<file path="config.mk">
export PLATFORM = sky130hd
export DESIGN_NAME = record_deframer
export DESIGN_NICKNAME = d
export VERILOG_FILES = /design/src/design/rd_pkg.sv /design/src/design/rd_cell.sv /design/src/design/rd_out_skid.sv /design/src/design/record_deframer.sv
export VERILOG_INCLUDE_DIRS = /design/src /design/src/design
export SDC_FILE = /design/constraint.sdc
export NUM_CORES = 1
export LEC_CHECK = 0
export ABC_AREA = 1
export ABC_CLOCK_PERIOD_IN_PS = 4700
export BUFFER_PORTS_ARGS = -buffer_cell sky130_fd_sc_hd__buf_2
export CORE_MARGIN = 5
export CORE_UTILIZATION = 58
export CTS_CLUSTER_SIZE = 12
export DETAILED_ROUTE_END_ITERATION = 7
export PLACE_DENSITY = 0.79
export SLEW_MARGIN = 20
export SYNTH_ARGS = -nofsm -noshare
export SYNTH_HDL_FRONTEND = slang
export SYNTH_SLANG_ARGS = --single-unit
</file>
<file path="constraint.sdc">
create_clock -name clk -period 4.7 [get_ports clk]
set_input_delay 0.705 -clock clk [delete_from_list [all_inputs] [get_ports clk]]
set_output_delay 0.705 -clock clk [all_outputs]
set_load 0.02 [all_outputs]
</file>
<file path="src/design/record_deframer_assert.svh">
// assertion macros used by the record deframer top level
`ifndef RECORD_DEFRAMER_ASSERT_SVH
`define RECORD_DEFRAMER_ASSERT_SVH

// same-cycle implication, disabled while reset is asserted
`define RD_ASSERT_IMPLY(lbl, clk, rst_n, ante, cons, msg) \
    lbl: assert property (@(posedge clk) disable iff (!rst_n) (ante) |-> (cons)) \
        else $error(msg);

// next-cycle implication, disabled while reset is asserted
`define RD_ASSERT_NEXT(lbl, clk, rst_n, ante, cons, msg) \
    lbl: assert property (@(posedge clk) disable iff (!rst_n) (ante) |=> (cons)) \
        else $error(msg);

`endif

</file>
<file path="src/design/rd_pkg.sv">
// shared types, codes and helpers for the record deframer
package rd_pkg;

    localparam int MAX_PATTERN = 8;
    localparam int HOLD_DEPTH  = MAX_PATTERN - 1;
    localparam int CNT_W       = $clog2(MAX_PATTERN);

    // framing modes
    localparam logic [1:0] MODE_DELIM   = 2'd0;
    localparam logic [1:0] MODE_PATTERN = 2'd1;
    localparam logic [1:0] MODE_FIXED   = 2'd2;

    // input item kinds
    localparam logic OP_DATA  = 1'b0;
    localparam logic OP_CLEAR = 1'b1;

    // register indexes
    localparam logic [2:0] REG_MODE    = 3'd0;
    localparam logic [2:0] REG_DELIM   = 3'd1;
    localparam logic [2:0] REG_PATTERN = 3'd2;
    localparam logic [2:0] REG_PLEN    = 3'd3;
    localparam logic [2:0] REG_RLEN    = 3'd4;

    typedef struct packed {
        logic clear;
        logic load_new;
        logic load_shift;
        logic active;
    } cell_ctrl_t;

    typedef struct packed {
        logic       record_end;
        logic       byte_valid;
        logic [7:0] out_byte;
    } result_t;

    // number of window cells in use for a given pattern length
    function automatic logic [CNT_W-1:0] cap_of(input logic [3:0] plen);
        int n;
        n = int'(plen);
        if (n < 1) n = 1;
        if (n > MAX_PATTERN) n = MAX_PATTERN;
        return CNT_W'(n - 1);
    endfunction

    // pattern byte at a position, zero past the eighth byte
    function automatic logic [7:0] pattern_byte(input logic [63:0] pat,
                                                input logic [CNT_W-1:0] idx);
        int k;
        k = int'(idx);
        if (k >= 8) return 8'h00;
        return pat[8*k +: 8];
    endfunction

endpackage

</file>
<file path="src/design/rd_cell.sv">
// one byte cell of the pattern window with its link in the match chain
module rd_cell (
    input  logic               clk,
    input  logic               rst_n,
    input  rd_pkg::cell_ctrl_t ctrl,
    input  logic [7:0]         new_byte,
    input  logic [7:0]         nbr_byte,
    input  logic [7:0]         pat_byte,
    input  logic               match_in,
    output logic [7:0]         held_byte,
    output logic               match_out
);

    logic [7:0] byte_reg;
    logic [7:0] byte_next;

    always_comb
    begin
        priority if (ctrl.clear)
        begin
            byte_next = 8'h00;
        end
        else if (ctrl.load_new)
        begin
            byte_next = new_byte;
        end
        else if (ctrl.load_shift)
        begin
            byte_next = nbr_byte;
        end
        else
        begin
            byte_next = byte_reg;
        end
    end

    always_ff @(posedge clk or negedge rst_n)
    begin
        if (!rst_n)
        begin
            byte_reg <= 8'h00;
        end
        else
        begin
            byte_reg <= byte_next;
        end
    end

    assign held_byte = byte_reg;
    // cells past the window length do not take part in the compare
    assign match_out = match_in & (~ctrl.active | (byte_reg == pat_byte));

endmodule

</file>
<file path="src/design/rd_out_skid.sv">
// output register with a skid entry between the framing logic and the stream
module rd_out_skid (
    input  logic            clk,
    input  logic            rst_n,
    input  logic            in_valid,
    input  rd_pkg::result_t in_res,
    input  logic            out_ready,
    output logic            out_valid,
    output rd_pkg::result_t out_res,
    output logic            full
);

    logic            out_valid_reg;
    logic            out_valid_next;
    rd_pkg::result_t out_res_reg;
    rd_pkg::result_t out_res_next;
    logic            skid_valid_reg;
    logic            skid_valid_next;
    rd_pkg::result_t skid_res_reg;
    rd_pkg::result_t skid_res_next;
    logic            out_free;

    assign out_free = ~out_valid_reg | out_ready;

    always_comb
    begin
        out_valid_next  = out_valid_reg;
        out_res_next    = out_res_reg;
        skid_valid_next = skid_valid_reg;
        skid_res_next   = skid_res_reg;
        if (out_free)
        begin
            if (skid_valid_reg)
            begin
                out_valid_next  = 1'b1;
                out_res_next    = skid_res_reg;
                skid_valid_next = 1'b0;
            end
            else
            begin
                out_valid_next = in_valid;
                out_res_next   = in_res;
            end
        end
        else if (in_valid)
        begin
            skid_valid_next = 1'b1;
            skid_res_next   = in_res;
        end
    end

    always_ff @(posedge clk or negedge rst_n)
    begin
        if (!rst_n)
        begin
            out_valid_reg  <= 1'b0;
            skid_valid_reg <= 1'b0;
        end
        else
        begin
            out_valid_reg  <= out_valid_next;
            skid_valid_reg <= skid_valid_next;
        end
    end

    always_ff @(posedge clk)
    begin
        out_res_reg  <= out_res_next;
        skid_res_reg <= skid_res_next;
    end

    assign out_valid = out_valid_reg;
    assign out_res   = out_res_reg;
    assign full      = skid_valid_reg;

endmodule

</file>
<file path="src/design/record_deframer.sv">
// record deframer top level: register port, window cell row, output skid
//
// takes one stream byte per item on s_axis and gives at most one item on m_axis
// s_axis_tuser selects data byte or clear; a clear empties the window and counter
// m_axis_tdata carries the payload byte, m_axis_tuser says it is valid payload,
// m_axis_tlast marks the end of a record (a dropped delimiter or a matched
// pattern yields an item with tuser low, tdata zero and tlast high)
// modes come from the apb registers: single delimiter byte, multi-byte pattern,
// fixed record length; writing mode or pattern_length empties the window
// an accepted item's result is registered in the output stage; throughput: one
// item per cycle in every mode while s_axis_tready is high; the pattern window is
// a row of byte cells shifted together and compared in parallel via a match chain
// in pattern mode the first pattern_length-1 bytes after a clear give no item
// a stall on m_axis is absorbed by a one-entry skid stage; s_axis_tready drops
// only while that skid entry is occupied
// reset clears the window, the counters and the output stage and loads the
// register defaults; no clearing pass is needed
`include "record_deframer_assert.svh"

module record_deframer (
    input  logic        clk,
    input  logic        rst_n,
    // apb register port
    input  logic        psel,
    input  logic        penable,
    input  logic        pwrite,
    input  logic [5:0]  paddr,
    input  logic [63:0] pwdata,
    output logic [63:0] prdata,
    output logic        pready,
    // input stream
    input  logic        s_axis_tvalid,
    output logic        s_axis_tready,
    input  logic [7:0]  s_axis_tdata,   // data_byte
    input  logic        s_axis_tuser,   // op
    // output stream
    output logic        m_axis_tvalid,
    input  logic        m_axis_tready,
    output logic [7:0]  m_axis_tdata,   // out_byte
    output logic        m_axis_tuser,   // byte_valid
    output logic        m_axis_tlast    // record_end
);

    localparam int CW = rd_pkg::CNT_W;
    localparam int HD = rd_pkg::HOLD_DEPTH;

    // configuration registers
    logic [1:0]  mode_reg;
    logic [7:0]  delim_reg;
    logic [63:0] pattern_reg;
    logic [3:0]  plen_reg;
    logic [31:0] rlen_reg;
    logic        cfg_wr;
    logic        cfg_clear;

    // framing state
    logic [CW-1:0] held_count_reg;
    logic [CW-1:0] held_count_next;
    logic [31:0]   record_count_reg;
    logic [31:0]   record_count_next;

    logic            acc;
    logic            skid_full;
    logic            res_valid;
    rd_pkg::result_t res;
    rd_pkg::result_t out_res;
    logic            fill_en;
    logic            shift_en;
    logic            clr_all;

    logic [CW-1:0] cap;
    logic          match;
    logic [7:0]    held [HD];
    logic          mchain [HD+1];
    rd_pkg::cell_ctrl_t cell_ctrl [HD];

    logic [32:0] cnt_sum;
    logic [31:0] rl_eff;
    logic        rec_last;

    // ---------------------------------------------------------------- apb port
    assign pready    = 1'b1;
    assign cfg_wr    = psel & penable & pwrite & pready;
    assign cfg_clear = cfg_wr & ((paddr[5:3] == rd_pkg::REG_MODE)
                               | (paddr[5:3] == rd_pkg::REG_PLEN));

    always_ff @(posedge clk or negedge rst_n)
    begin
        if (!rst_n)
        begin
            mode_reg    <= rd_pkg::MODE_DELIM;
            delim_reg   <= 8'd10;
            pattern_reg <= 64'd0;
            plen_reg    <= 4'd1;
            rlen_reg    <= 32'd1;
        end
        else if (cfg_wr)
        begin
            unique case (paddr[5:3])
                rd_pkg::REG_MODE:    mode_reg    <= pwdata[1:0];
                rd_pkg::REG_DELIM:   delim_reg   <= pwdata[7:0];
                rd_pkg::REG_PATTERN: pattern_reg <= pwdata;
                rd_pkg::REG_PLEN:    plen_reg    <= pwdata[3:0];
                rd_pkg::REG_RLEN:    rlen_reg    <= pwdata[31:0];
                default: ;  // unmapped addresses are ignored
            endcase
        end
    end

    always_comb
    begin
        unique case (paddr[5:3])
            rd_pkg::REG_MODE:    prdata = {62'd0, mode_reg};
            rd_pkg::REG_DELIM:   prdata = {56'd0, delim_reg};
            rd_pkg::REG_PATTERN: prdata = pattern_reg;
            rd_pkg::REG_PLEN:    prdata = {60'd0, plen_reg};
            rd_pkg::REG_RLEN:    prdata = {32'd0, rlen_reg};
            default:             prdata = 64'd0;
        endcase
    end

    // ---------------------------------------------------------------- window cells
    // cell 0 holds the oldest byte; cap is the number of cells in use
    assign cap       = rd_pkg::cap_of(plen_reg);
    // the newest byte is compared against the last pattern byte at the chain head
    assign mchain[0] = (s_axis_tdata == rd_pkg::pattern_byte(pattern_reg, cap));
    assign match     = mchain[HD];

    for (genvar i = 0; i < HD; i++)
    begin : g_cell
        logic [7:0] nbr;

        if (i == HD - 1)
        begin : g_tail
            assign nbr = 8'h00;
        end
        else
        begin : g_mid
            assign nbr = held[i+1];
        end

        always_comb
        begin
            cell_ctrl[i].clear      = clr_all;
            cell_ctrl[i].active     = (i < int'(cap));
            // a filling byte lands at the fill position, a shifted-in one at the top
            cell_ctrl[i].load_new   = (fill_en & (held_count_reg == CW'(i)))
                                    | (shift_en & ((i + 1) == int'(cap)));
            cell_ctrl[i].load_shift = shift_en & ((i + 1) < int'(cap));
        end

        rd_cell u_cell (
            .clk       (clk),
            .rst_n     (rst_n),
            .ctrl      (cell_ctrl[i]),
            .new_byte  (s_axis_tdata),
            .nbr_byte  (nbr),
            .pat_byte  (rd_pkg::pattern_byte(pattern_reg, CW'(i))),
            .match_in  (mchain[i]),
            .held_byte (held[i]),
            .match_out (mchain[i+1])
        );
    end

    // ---------------------------------------------------------------- fixed length count
    assign rl_eff   = (rlen_reg == 32'd0) ? 32'd1 : rlen_reg;
    assign cnt_sum  = {1'b0, record_count_reg} + 33'd1;
    // a counter wrap also closes the record
    assign rec_last = cnt_sum[32] | (cnt_sum[31:0] >= rl_eff);

    // ---------------------------------------------------------------- item processing
    assign s_axis_tready = ~skid_full;
    assign acc           = s_axis_tvalid & s_axis_tready;

    always_comb
    begin
        res               = '0;
        res_valid         = 1'b0;
        fill_en           = 1'b0;
        shift_en          = 1'b0;
        clr_all           = 1'b0;
        held_count_next   = held_count_reg;
        record_count_next = record_count_reg;

        if (acc)
        begin
            if (s_axis_tuser == rd_pkg::OP_CLEAR)
            begin
                clr_all           = 1'b1;
                held_count_next   = '0;
                record_count_next = 32'd0;
            end
            else
            begin
                unique case (mode_reg)
                    rd_pkg::MODE_DELIM:
                    begin
                        res_valid = 1'b1;
                        if (s_axis_tdata == delim_reg)
                        begin
                            res.record_end = 1'b1;
                        end
                        else
                        begin
                            res.out_byte   = s_axis_tdata;
                            res.byte_valid = 1'b1;
                        end
                    end
                    rd_pkg::MODE_PATTERN:
                    begin
                        priority if (held_count_reg < cap)
                        begin
                            // window still filling
                            fill_en         = 1'b1;
                            held_count_next = held_count_reg + CW'(1);
                        end
                        else if (match)
                        begin
                            res_valid       = 1'b1;
                            res.record_end  = 1'b1;
                            clr_all         = 1'b1;
                            held_count_next = '0;
                        end
                        else if (cap == '0)
                        begin
                            // one-byte pattern: no window, pass through
                            res_valid      = 1'b1;
                            res.out_byte   = s_axis_tdata;
                            res.byte_valid = 1'b1;
                        end
                        else
                        begin
                            res_valid       = 1'b1;
                            res.out_byte    = held[0];
                            res.byte_valid  = 1'b1;
                            shift_en        = 1'b1;
                            held_count_next = cap;
                        end
                    end
                    default:
                    begin
                        // fixed length, also taken by the unused mode code
                        res_valid         = 1'b1;
                        res.out_byte      = s_axis_tdata;
                        res.byte_valid    = 1'b1;
                        res.record_end    = rec_last;
                        record_count_next = rec_last ? 32'd0 : cnt_sum[31:0];
                    end
                endcase
            end
        end

        // mode or pattern length writes discard held bytes and the counter
        if (cfg_clear)
        begin
            clr_all           = 1'b1;
            held_count_next   = '0;
            record_count_next = 32'd0;
        end
    end

    always_ff @(posedge clk or negedge rst_n)
    begin
        if (!rst_n)
        begin
            held_count_reg   <= '0;
            record_count_reg <= 32'd0;
        end
        else
        begin
            held_count_reg   <= held_count_next;
            record_count_reg <= record_count_next;
        end
    end

    // ---------------------------------------------------------------- output stage
    rd_out_skid u_out (
        .clk       (clk),
        .rst_n     (rst_n),
        .in_valid  (res_valid),
        .in_res    (res),
        .out_ready (m_axis_tready),
        .out_valid (m_axis_tvalid),
        .out_res   (out_res),
        .full      (skid_full)
    );

    assign m_axis_tdata = out_res.out_byte;
    assign m_axis_tuser = out_res.byte_valid;
    assign m_axis_tlast = out_res.record_end;

    // ---------------------------------------------------------------- assertions
    `RD_ASSERT_IMPLY(a_held_within_cap, clk, rst_n, 1'b1, held_count_reg <= cap,
        "held byte count exceeds window length")
    `RD_ASSERT_IMPLY(a_marker_item_form, clk, rst_n, m_axis_tvalid && !m_axis_tuser,
        (m_axis_tdata == 8'h00) && m_axis_tlast, "non-payload item is not a bare record end")
    `RD_ASSERT_NEXT(a_match_empties, clk, rst_n,
        acc && (s_axis_tuser == rd_pkg::OP_DATA) && (mode_reg == rd_pkg::MODE_PATTERN)
        && (held_count_reg >= cap) && match,
        held_count_reg == '0, "window not emptied after a pattern match")

endmodule
</file>
* Word level (Yosys, flattened, before mapping)
Index checks and enable logic that the tools add are counted.
** Word-level totals
- Bits in registers :: 223
- Input bits :: 86
- Word-level logic and storage cells :: 216
** Cells by class
- $add $sub $neg :: 3
- $lt $le $gt $ge :: 11
- Equal/unequal tests :: 29
- Shifts and indexed selects :: 1
- Muxes and demuxes :: 68
- Bitwise logic cells :: 58
- Reduce and logical (&&, ||, !) cells :: 24
** Operators by type and width (count)
- one-hot mux 64 bit (5 select lines) :: 1
- two-way mux 32 bit :: 6
- two-way mux 8 bit :: 21
- equality test 8 bit :: 9
- indexed part select 64 x 7 -> 8 bit :: 1
- two-way mux 10 bit :: 4
- adder 32 x 1 -> 33 bit (second input constant) :: 1
- greater-or-equal comparator 32 bit :: 1
- zero test 32 bit :: 1
- bitwise AND 1 bit :: 31
- two-way mux 1 bit :: 24
- two-way mux 3 bit :: 8
- nonzero test 3 bit :: 7
- one-hot mux 10 bit (2 select lines) :: 1
- two-way mux 9 bit :: 2
- OR 1 bit :: 17
- AND reduction 2 bit :: 7
- equality test 3 x 2 -> 1 bit (second input constant) :: 4
- equality test 3 bit (first input constant) :: 4
- equality test 3 bit (second input constant) :: 4
- NOT 1 bit :: 10
- zero test 3 bit :: 3
- less-than comparator 3 bit (first input constant) :: 3
- equality test 2 x 3 -> 1 bit (first input constant) :: 2
- 17 further kinds :: 22

* Depth between registers and ports, before layout
Gate-level depths: netlist (run 1).
- Depth in word-level cells :: 24
- Depth in mapped cells :: 26

* Modules after synthesis
A second synthesis (run 1) with hierarchy kept.
** Unflattened totals
- Cell total of the unflattened synthesis :: 1994
- Area, all modules :: 14179.8 µm²
** By module, submodules not included
- record_deframer :: instances 1, cells an instance 1387, area an instance 9600.5 µm², sequential area each 3633.5 µm²
- rd_cell :: instances 7, cells an instance 78, area an instance 539.3 µm², sequential area each 200.2 µm²
- rd_out_skid :: instances 1, cells an instance 61, area an instance 804.5 µm², sequential area each 650.6 µm²

* Worst setup path after synthesis (run 1)
No wires, ideal clock.
- Path kind :: register to register
- Start :: register record_count_reg[0]
- End :: register record_count_reg[26]
- Setup time :: 0.141 ns
- Data arrival time :: 3.566 ns
- Required time :: 4.559 ns
- Setup slack :: 0.993 ns
- Stages on the path, launching flop included :: 20
- Period minus slack after synthesis :: 3.707 ns
- Cell sequence :: dfrtp_1 -> ha_1 -> nand2_1 -> inv_1 -> nand4_1 -> nor2_1 -> nand4_1 -> or3_1 -> or2_2 -> nor3_2 -> nand2_1 -> xnor2_1 -> ha_1 -> nand3_1 -> nor3_1 -> nor4b_1 -> nand4_1 -> nand3_1 -> clkbuf_1 -> o22ai_1
** On the way
- Longest elaborated chain between the ends :: 8
** Ends and longest elaborated chain
- start, declared :: line record_deframer.sv:59 : logic [31:0] record_count_reg;
- start signal, assigned :: line record_deframer.sv:272 : record_count_reg <= record_count_next;
- adder 32 x 1 -> 33 bit (*) :: line record_deframer.sv:167 : assign cnt_sum = {1'b0, record_count_reg} + 33'd1;
- greater-or-equal comparator 32 bit :: line record_deframer.sv:169 : assign rec_last = cnt_sum[32] | (cnt_sum[31:0] >= rl_eff);
- OR 1 bit :: line record_deframer.sv:169
- two-way mux 32 bit (*) :: line record_deframer.sv:247 : record_count_next = rec_last ? 32'd0 : cnt_sum[31:0];
- two-way mux 32 bit (*) :: line record_deframer.sv:195 : unique case (mode_reg)
- two-way mux 32 bit (*) :: line record_deframer.sv:187 : if (s_axis_tuser == rd_pkg::OP_CLEAR)
- two-way mux 32 bit (*) :: line record_deframer.sv:185 : if (acc)
- two-way mux 32 bit (*) :: line record_deframer.sv:254 : if (cfg_clear)
Every way passes the cells marked *; elsewhere a longest branch is shown, timed or not. The select of a mux whose other input is x is not followed.
A chain may end at the register's enable or synchronous reset.

* Final worst setup path (run 1)
- Start :: register record_count_reg[0]
- End :: register u_out.out_res_reg (netlist bit u_out.out_res[9]), data pin
** On the way
- Longest elaborated chain between the ends :: 7
** Ends and longest elaborated chain
- adder 32 x 1 -> 33 bit (*) :: line record_deframer.sv:167
- greater-or-equal comparator 32 bit :: line record_deframer.sv:169
- OR 1 bit (*) :: line record_deframer.sv:169
- one-hot mux 10 bit (2 select lines) (*) :: line record_deframer.sv:195
- two-way mux 10 bit (*) :: line record_deframer.sv:187
- two-way mux 10 bit (*) :: line record_deframer.sv:185
- two-way mux 10 bit (*) :: line rd_out_skid.sv:33 : if (skid_valid_reg)
- end signal, assigned :: line rd_out_skid.sv:68 : out_res_reg <= out_res_next;
- end, declared :: line rd_out_skid.sv:15 : rd_pkg::result_t out_res_reg;
Every way passes the cells marked *; elsewhere a longest branch is shown, timed or not.

==> metrics.md, run 1 <==
| Metric | Value |
|---|---|
| Buffer depth of the longest clock path | 3 |
| Non-Filler Instances | 2,362 |
| Yosys warns | 0 |
| Max-cap violations | 0 |
| Initial antenna violation count | 0 |
| Clk_lat worst skew | 0.56 ns |
| Setup WS post-layout | 0.259 ns |
| Routability congestion estimate | 0.999 |
| Max-slew violation count | 0 |
| Fmax achieved | 225 MHz |
| Slew margin rel. | 27.1% |
| Hold buffers post-CTS | 0 |
| RSZ-0062 raised after global routing | false |
| Synth cell count leaders | 622 x nand2_1, 213 x inv_1, 199 x dfrtp_1, 143 x o21ai_0, 140 x nand3_1 |
| Endpoints failing setup | 0 |
| DP Area | 14,900 sq um |
| IO buf count | 158 |
| Leak Pwr | 8.18 nW |
| Crit Reg-Reg Startpoint | record_count_reg[0]$_DFFE_PN0P_ |
| Cells after synthesis | 1,889 |
| CP max FO | 4 |
| Via count | 13.4k |
| Top_reg_cell synth | dfrtp_1 |
| Initial Util | 59.1% |
| Boundary Pins | 163 |
| ANT nets after route | 0 |
| CTS Buf Count | 26 |
| Post-CTS setup repair buffer count | 0 |
| Asr flop ratio synth | 91.0% |
| Nets | 2,154 |
| Area growth syn-to-layout | 13.4% |
| Power density cells | 407 nW/um^2 |
| Critical path origin | record_count_reg[0]$_DFFE_PN0P_ |
| Critical path, cell by cell | ha_1, nand2_1, inv_1, nand4_1, nor2_1, nand4_1, or3_1, or2_2, nor3_2, nand2_1, xnor2_1, ha_1, nand3_1, o221ai_1, a21oi_1, a21boi_0, nand4_1, nand3_1, nand2_1 |
| Final wirelength | 41.5 mm |
| Tcrit/Tclk final | 94.5% |
| Largest net degree at the start of global routing | 129 |
| Top-area cell type share of the netlist area | 35.8% |
| Global Route Usage Sum | 30.6% |
| Number of global-route vias before repair | 12.7k |
| Clock-pin slew on the worst setup and hold paths | 0.06 ns |
| Crit-path leading delay family | simple AND/OR/NAND/NOR gates |
| Post-CTS Resized | 0 |
| CTS root buf | clkbuf_16 |
| Syn_area_per_cell | 7.37 sq um |
| Worst Setup End Kind | flip-flop |
| Core area | 23,500 sq um |
| Yosys reg bits | 223 |
| Post-Layout Inst Area | 15,800 sq um |
| Critical Path RT | 4.98 ns |
| Synth Net Count | 2,020 |
| Antenna cells | 0 |
| Final-layout fill cell count | 2,020 |
| Placed insts | 2,314 |
| Setup Skew | 0.0323 ns |
| DR vias/cell | 5.68 |
| Clock sink total | 223 |
| Pre-antenna DRT Iters | 5 |
| Count of cell types in the netlist | 56 |
| Max reg flops | 64 |
| Synth area leaders | dfrtp_1 36%, nand2_1 17%, inv_1 5.7%, o21ai_0 5.1%, nand3_1 5.0% |
| Wire length per cell | 17.6 um |
| CP Class | flip-flop to flip-flop |
| Netlist Area Pre-Place | 13,900 sq um |
| Chip width | 165 um |
| CTS tree | done |
| Starting DRC count in detailed routing | 1,503 |
| Min Clock Period, post-route | 4.44 ns |
| Place WS | 0.304 ns |
| CTS HTree Levels | 1 |
| Full die area | 27,200 sq um |
| Total grt overflow | 0 |
| # rows | 56 |
| DRC | 0 |
| Status | finished, final reports clean |
| Largest stage delay, worst path | 0.39 ns |
| VDD IR-drop max | 0.000311 V |
| Arrival @ worst endpoint | 4.72 ns |
| Crit path launch type | flip-flop |
| Slew @ Worst Pin | 1.09 ns |
| Slowest CP cell | or3_1 |
| Final hold violations | 0 |
| Sum Neg Setup Slack | 0 ns |
| EDFF count, synth | 20 |
| Chip Height | 165 um |
| First-pass GRT wire length | 66.2 mm |
| Post-DP HPWL | 30.4 mm |
| Top-count cell post-synth | nand2_1 |
| Share of layout cells above drive strength 1 | 14.6% |
| Worst Hold Class | input port to async pin |
| Buffers & Inverters on Critical Path | 1 |
| Post-synth top area cell | dfrtp_1 |
| Register area share after synthesis | 40.8% |
where the power goes:
| group | internal, mW | switching (mW) | leakage, nW |
|---|---|---|---|
| registers | 2.22 | 0.238 | 2.74 |
| clock network | 1.19 | 0.840 | 0.424 |
| logic | 0.605 | 1.34 | 5.01 |
worst register-to-register path: cells and delay by family, from the launching register on:
kind	cells	cell delay [ns]
compound gates	3	0.64
xor+xnor	1	0.22
fa+ha+maj	2	0.44
buf+inv	1	0.09
flops	1	0.38
simple gates	12	2.40
final cells by class:
cell class              count  area, sq um  area share [%]
inverters                 226          848            5.37
multi-input cells        1367         7040            44.6
well taps                 319          399            2.53
repair buffers            179          970            6.14
flip-flops and latches    223         5690            36.0
clock buffers              33          717            4.54
clock inverters            15          135           0.856
per-stage QoR:
stage          hold WS, ns  utilization (%)  power (mW)
2_1_floorplan        0.409                -        3.76
3_3_place_gp         0.490             63.4        4.35
3_5_place_dp         0.490             63.4        4.39
4_1_cts              0.327             67.1        6.43
5_1_grt              0.373             67.1        6.79
6_report             0.307             67.1        6.43
logic make-up (layout without fill, tap and decap cells):
kind of cell | count (synthesis) | count (layout) | synth area share [%]
muxes | 3 | 3 | 0.243
AOI/OAI and AO/OA | 260 | 260 | 10.7
DFF | 223 | 223 | 40.8
buffers and inverters | 299 | 453 | 8.76
other | 1 | 1 | 0.0269
xor gates and xnor gates | 65 | 65 | 4.09
adders and majority gates | 45 | 45 | 4.04
and+or+nand+nor | 993 | 993 | 31.3
routing by layer:
metal  global-route usage (%)  wire, um  up-vias
met3                     3.94      3130      126
met2                     51.5     19600      562
met1                     40.2     16700     6308
li1                         -         -     6410
met4                     12.2      2000        0
met5                        0         0        -
layout by cell type (no fill, tap or decap), types with 35 or more instances in the layout:
master,count
nand3_1,140
o22ai_1,41
nand2_1,622
nand4_1,36
inv_1,212
ha_1,45
buf_2,157
o21ai_0,143
dfrtp_1,199
xnor2_1,35
nor2_1,108
worst paths after layout:
path	slack (ns)	cells after the start	to
max reg2reg	0.26	19	u_out.out_res[9]$_DFFE_PN_
min in group clk	0.37	3	pattern_reg[8]$_DFFE_PN0P_
min reg2reg	0.51	2	g_cell[5].u_cell.held_byte[7]$_DFFE_PN0P_
max	0.26	19	u_out.out_res[9]$_DFFE_PN_
min	0.31	1	pattern_reg[47]$_DFFE_PN0P_
max in group asynchronous	3.38	2	record_count_reg[23]$_DFFE_PN0P_
Note: power is estimated with default switching activity, not from simulation.
==> run 2, diff against run 1 <==
--- a/config.mk
+++ b/config.mk
@@ -7,13 +7,13 @@
 export NUM_CORES = 1
 export LEC_CHECK = 0
 export ABC_AREA = 1
-export ABC_CLOCK_PERIOD_IN_PS = 4700
+export ABC_CLOCK_PERIOD_IN_PS = 3800
 export BUFFER_PORTS_ARGS = -buffer_cell sky130_fd_sc_hd__buf_2
 export CORE_MARGIN = 5
-export CORE_UTILIZATION = 58
+export CORE_UTILIZATION = 54
 export CTS_CLUSTER_SIZE = 12
 export DETAILED_ROUTE_END_ITERATION = 7
-export PLACE_DENSITY = 0.79
+export PLACE_DENSITY = 0.78
 export SLEW_MARGIN = 20
 export SYNTH_ARGS = -nofsm -noshare
 export SYNTH_HDL_FRONTEND = slang
==> constraint.sdc (replaced) <==
create_clock -name clk -period 3.8 [get_ports clk]
set_input_delay 0.57 -clock clk [delete_from_list [all_inputs] [get_ports clk]]
set_output_delay 0.57 -clock clk [all_outputs]
set_load 0.02 [all_outputs]
==> metrics.md, run 2 (synthesized netlist as in run 1, its figures left out) <==
| Metric | Value |
|---|---|
| Min Clock Period, post-route | 4.11 ns (was 4.44 ns) |
| Failing checks | setup timing |
| Tcrit/Tclk final | 108% (was 94.5%) |
| Chip width | 171 um (was 165 um) |
| Starting DRC count in detailed routing | 1,302 (was 1,503) |
| Psw | 3.03 mW (was 2.42 mW) |
| RSZ-0062 raised after global routing | true (was false) |
| Endpoints failing setup | 34 (was 0) |
| DRC | 0 (unchanged) |
| Largest stage delay, worst path | 0.39 ns (about the same) |
| Pre-antenna DRT Iters | 6 (was 5) |
| Final-layout fill cell count | 2,073 (was 2,020) |
| Leak Pwr | 8.54 nW (was 8.18 nW) |
| Max reg flops | 64 (unchanged) |
| Buffer depth of the longest clock path | 3 (unchanged) |
| Initial antenna violation count | 0 (unchanged) |
| Worst Setup End Kind | flip-flop (unchanged) |
| Most frequent cells in the layout | 617 x nand2_1, 210 x inv_1, 199 x dfrtp_1 (was 622 x nand2_1, 212 x inv_1, 199 x dfrtp_1) |
| Boundary Pins | 163 (unchanged) |
| Status | complete, but fails checks (was finished, final reports clean) |
| Slowest CP cell | dfrtp_1 (was or3_1) |
| Largest net degree at the start of global routing | 88 (was 129) |
| CTS tree | done (unchanged) |
| Share of layout cells above drive strength 1 | 19.3% (was 14.6%) |
| Worst Hold Class | input port to async pin (unchanged) |
| Via count | 13.7k (was 13.4k) |
| CTS Buf Count | 26 (unchanged) |
| Global Route Usage Sum | 28.7% (was 30.6%) |
| DR vias/cell | 5.65 (was 5.68) |
| IO buf count | 158 (unchanged) |
| Post-Layout Inst Area | 16,700 sq um (was 15,800 sq um) |
| Area growth syn-to-layout | 19.8% (was 13.4%) |
| Max-slew violation count | 0 (unchanged) |
| Buffers & Inverters on Critical Path | 4 (was 1) |
| Post-DP HPWL | 31.1 mm (was 30.4 mm) |
| ANT nets after route | 0 (unchanged) |
| Crit-path leading delay family | simple AND/OR/NAND/NOR gates (unchanged) |
| Clock power frac | 31.7% (was 31.5%) |
| Logic pwr share | 30.8% (was 30.2%) |
| Arrival @ worst endpoint | 4.51 ns (was 4.72 ns) |
| Slew margin rel. | 28.1% (was 27.1%) |
| CP max FO | 10 (was 4) |
| CTS HTree Levels | 1 (unchanged) |
| Setup WS post-layout | -0.306 ns (was 0.259 ns) |
| Final hold slack | 0.0660 ns (was 0.307 ns) |
| Clk_lat worst skew | 0.55 ns (was 0.56 ns) |
| Overall Power | 8.15 mW (was 6.43 mW) |
| Routability congestion estimate | 0.998 (was 0.999) |
| CTS root buf | clkbuf_16 (unchanged) |
| Initial Util | 55.1% (was 59.1%) |
| Int Pwr | 5.12 mW (was 4.02 mW) |
| Most common cell after layout, fill and taps aside | nand2_1 (unchanged) |
| Reg power frac | 37.5% (was 38.3%) |
| Final wirelength | 43.3 mm (was 41.5 mm) |
| Total grt overflow | 0 (unchanged) |
| First-pass GRT wire length | 67.4 mm (was 66.2 mm) |
| Full die area | 29,100 sq um (was 27,200 sq um) |
| Power density cells | 489 nW/um^2 (was 407 nW/um^2) |
| VDD IR-drop max | 0.000338 V (was 0.000311 V) |
| Number of global-route vias before repair | 12.9k (was 12.7k) |
| Max-cap violations | 0 (unchanged) |
| Switching share of power | 37.1% (was 37.6%) |
| CP dominant cell by count | nand4_1 |
| Fmax achieved | 244 MHz (was 225 MHz) |
| Final hold violations | 0 (unchanged) |
| Core area | 25,300 sq um (was 23,500 sq um) |
| Clock-pin slew on the worst setup and hold paths | 0.06 ns (about the same) |
| Setup Skew | 0.0226 ns (was 0.0323 ns) |
| Antenna cells | 0 (unchanged) |
| Chip Height | 171 um (was 165 um) |
| DP Area | 15,200 sq um (was 14,900 sq um) |
| Critical path, cell by cell | ha_2, nand2_2, inv_2, nand4_1, nor2_2, nand3_2, nor4_4, buf_4, nand4_1, nor2_2, nand3_2, nor2_4, xor2_2, ha_1, nand2_2, nor3_2, nor4b_4, buf_4, nand4_1, nand3_4, clkbuf_16, o22ai_1 (was ha_1, nand2_1, inv_1, nand4_1, nor2_1, nand4_1, or3_1, or2_2, nor3_2, nand2_1, xnor2_1, ha_1, nand3_1, o221ai_1, a21oi_1, a21boi_0, nand4_1, nand3_1, nand2_1) |
| Nets | 2,212 (was 2,154) |
| Critical Path RT | 4.20 ns (was 4.98 ns) |
| Slew @ Worst Pin | 1.07 ns (was 1.09 ns) |
| Hold buffers post-CTS | 0 (unchanged) |
| Place WS | -0.364 ns (was 0.304 ns) |
| CP Class | flip-flop to flip-flop (unchanged) |
| # rows | 58 (was 56) |
| Wire length per cell | 17.8 um (was 17.6 um) |
| Clock sink total | 223 (unchanged) |
| Crit path launch type | flip-flop (unchanged) |
## run 2: power groups by stage
stage / Clock [mW] / Sequential, mW / Combinational [mW]
finish: 2.58 / 3.05 / 2.51
detailed placement: 0 / 3.08 / 2.40
floorplan: 0 / 3.00 / 1.65
global placement: 0 / 3.07 / 2.35
global route: 2.72 / 3.09 / 2.78
CTS: 2.61 / 3.04 / 2.43
## run 2: through the flow
| step | utilization (%) | instances | setup TNS [ns] |
|---|---|---|---|
| after floorplan | - | 1889 | 0 |
| after global placement | 60.3 | 2358 | -6.51 |
| after detailed placement | 60.3 | 2358 | -11.12 |
| after CTS | 64.5 | 2419 | -0.412 |
| after global routing | 66.0 | 2431 | -16.99 |
| final | 66.0 | 2431 | -9.84 |
## run 2: path summary, 6_finish.rpt
| kind | startpoint | endpoint | slack (ns) | cells past startpoint |
|---|---|---|---|---|
| min reg2reg | delim_reg[1]$_DFFE_PN1P_ | delim_reg[1]$_DFFE_PN1P_ | 0.52 | 2 |
| min | rst_n | pattern_reg[58]$_DFFE_PN0P_ | 0.07 | 1 |
| max in group asynchronous | rst_n | g_cell[2].u_cell.held_byte[3]$_DFFE_PN0P_ | 2.72 | 2 |
| max | record_count_reg[1]$_DFFE_PN0P_ | record_count_reg[27]$_DFFE_PN0P_ | -0.31 | 22 |
| max reg2reg | record_count_reg[1]$_DFFE_PN0P_ | record_count_reg[27]$_DFFE_PN0P_ | -0.31 | 22 |
| min in group clk | pwdata[40] | pattern_reg[40]$_DFFE_PN0P_ | 0.24 | 3 |
## run 2: timing repair
| item | in CTS | in global routing |
|---|---|---|
| gates cloned | 1 | 1 |
| setup buffers | 12 | 11 |
| hold endpoints to repair | 0 | 0 |
| resized for setup | 19 | 49 |
| endpoints found under the setup margin | 34 | 108 |
| pin swaps | 5 | 21 |
## run 2: routing by layer
layer | track usage [%] | up-vias | wire, um
met2 | 47.5 | 655 | 20300
li1 | - | 6538 | -
met1 | 38.3 | 6415 | 17600
met4 | 11.4 | 0 | 1870
met3 | 4.14 | 134 | 3570
met5 | 0 | - | 0
## run 2: area by class of cell
type                            count  area, sq um  share of cell area (%)
Multi-Input combinational cell   1367         7370                    44.2
Clock buffer                       37          753                    4.52
Timing Repair Buffer              237         1470                    8.80
Inverter                          226          852                    5.11
Sequential cell                   223         5690                    34.1
Clock inverter                     11          136                   0.818
Tap cell                          330          413                    2.48
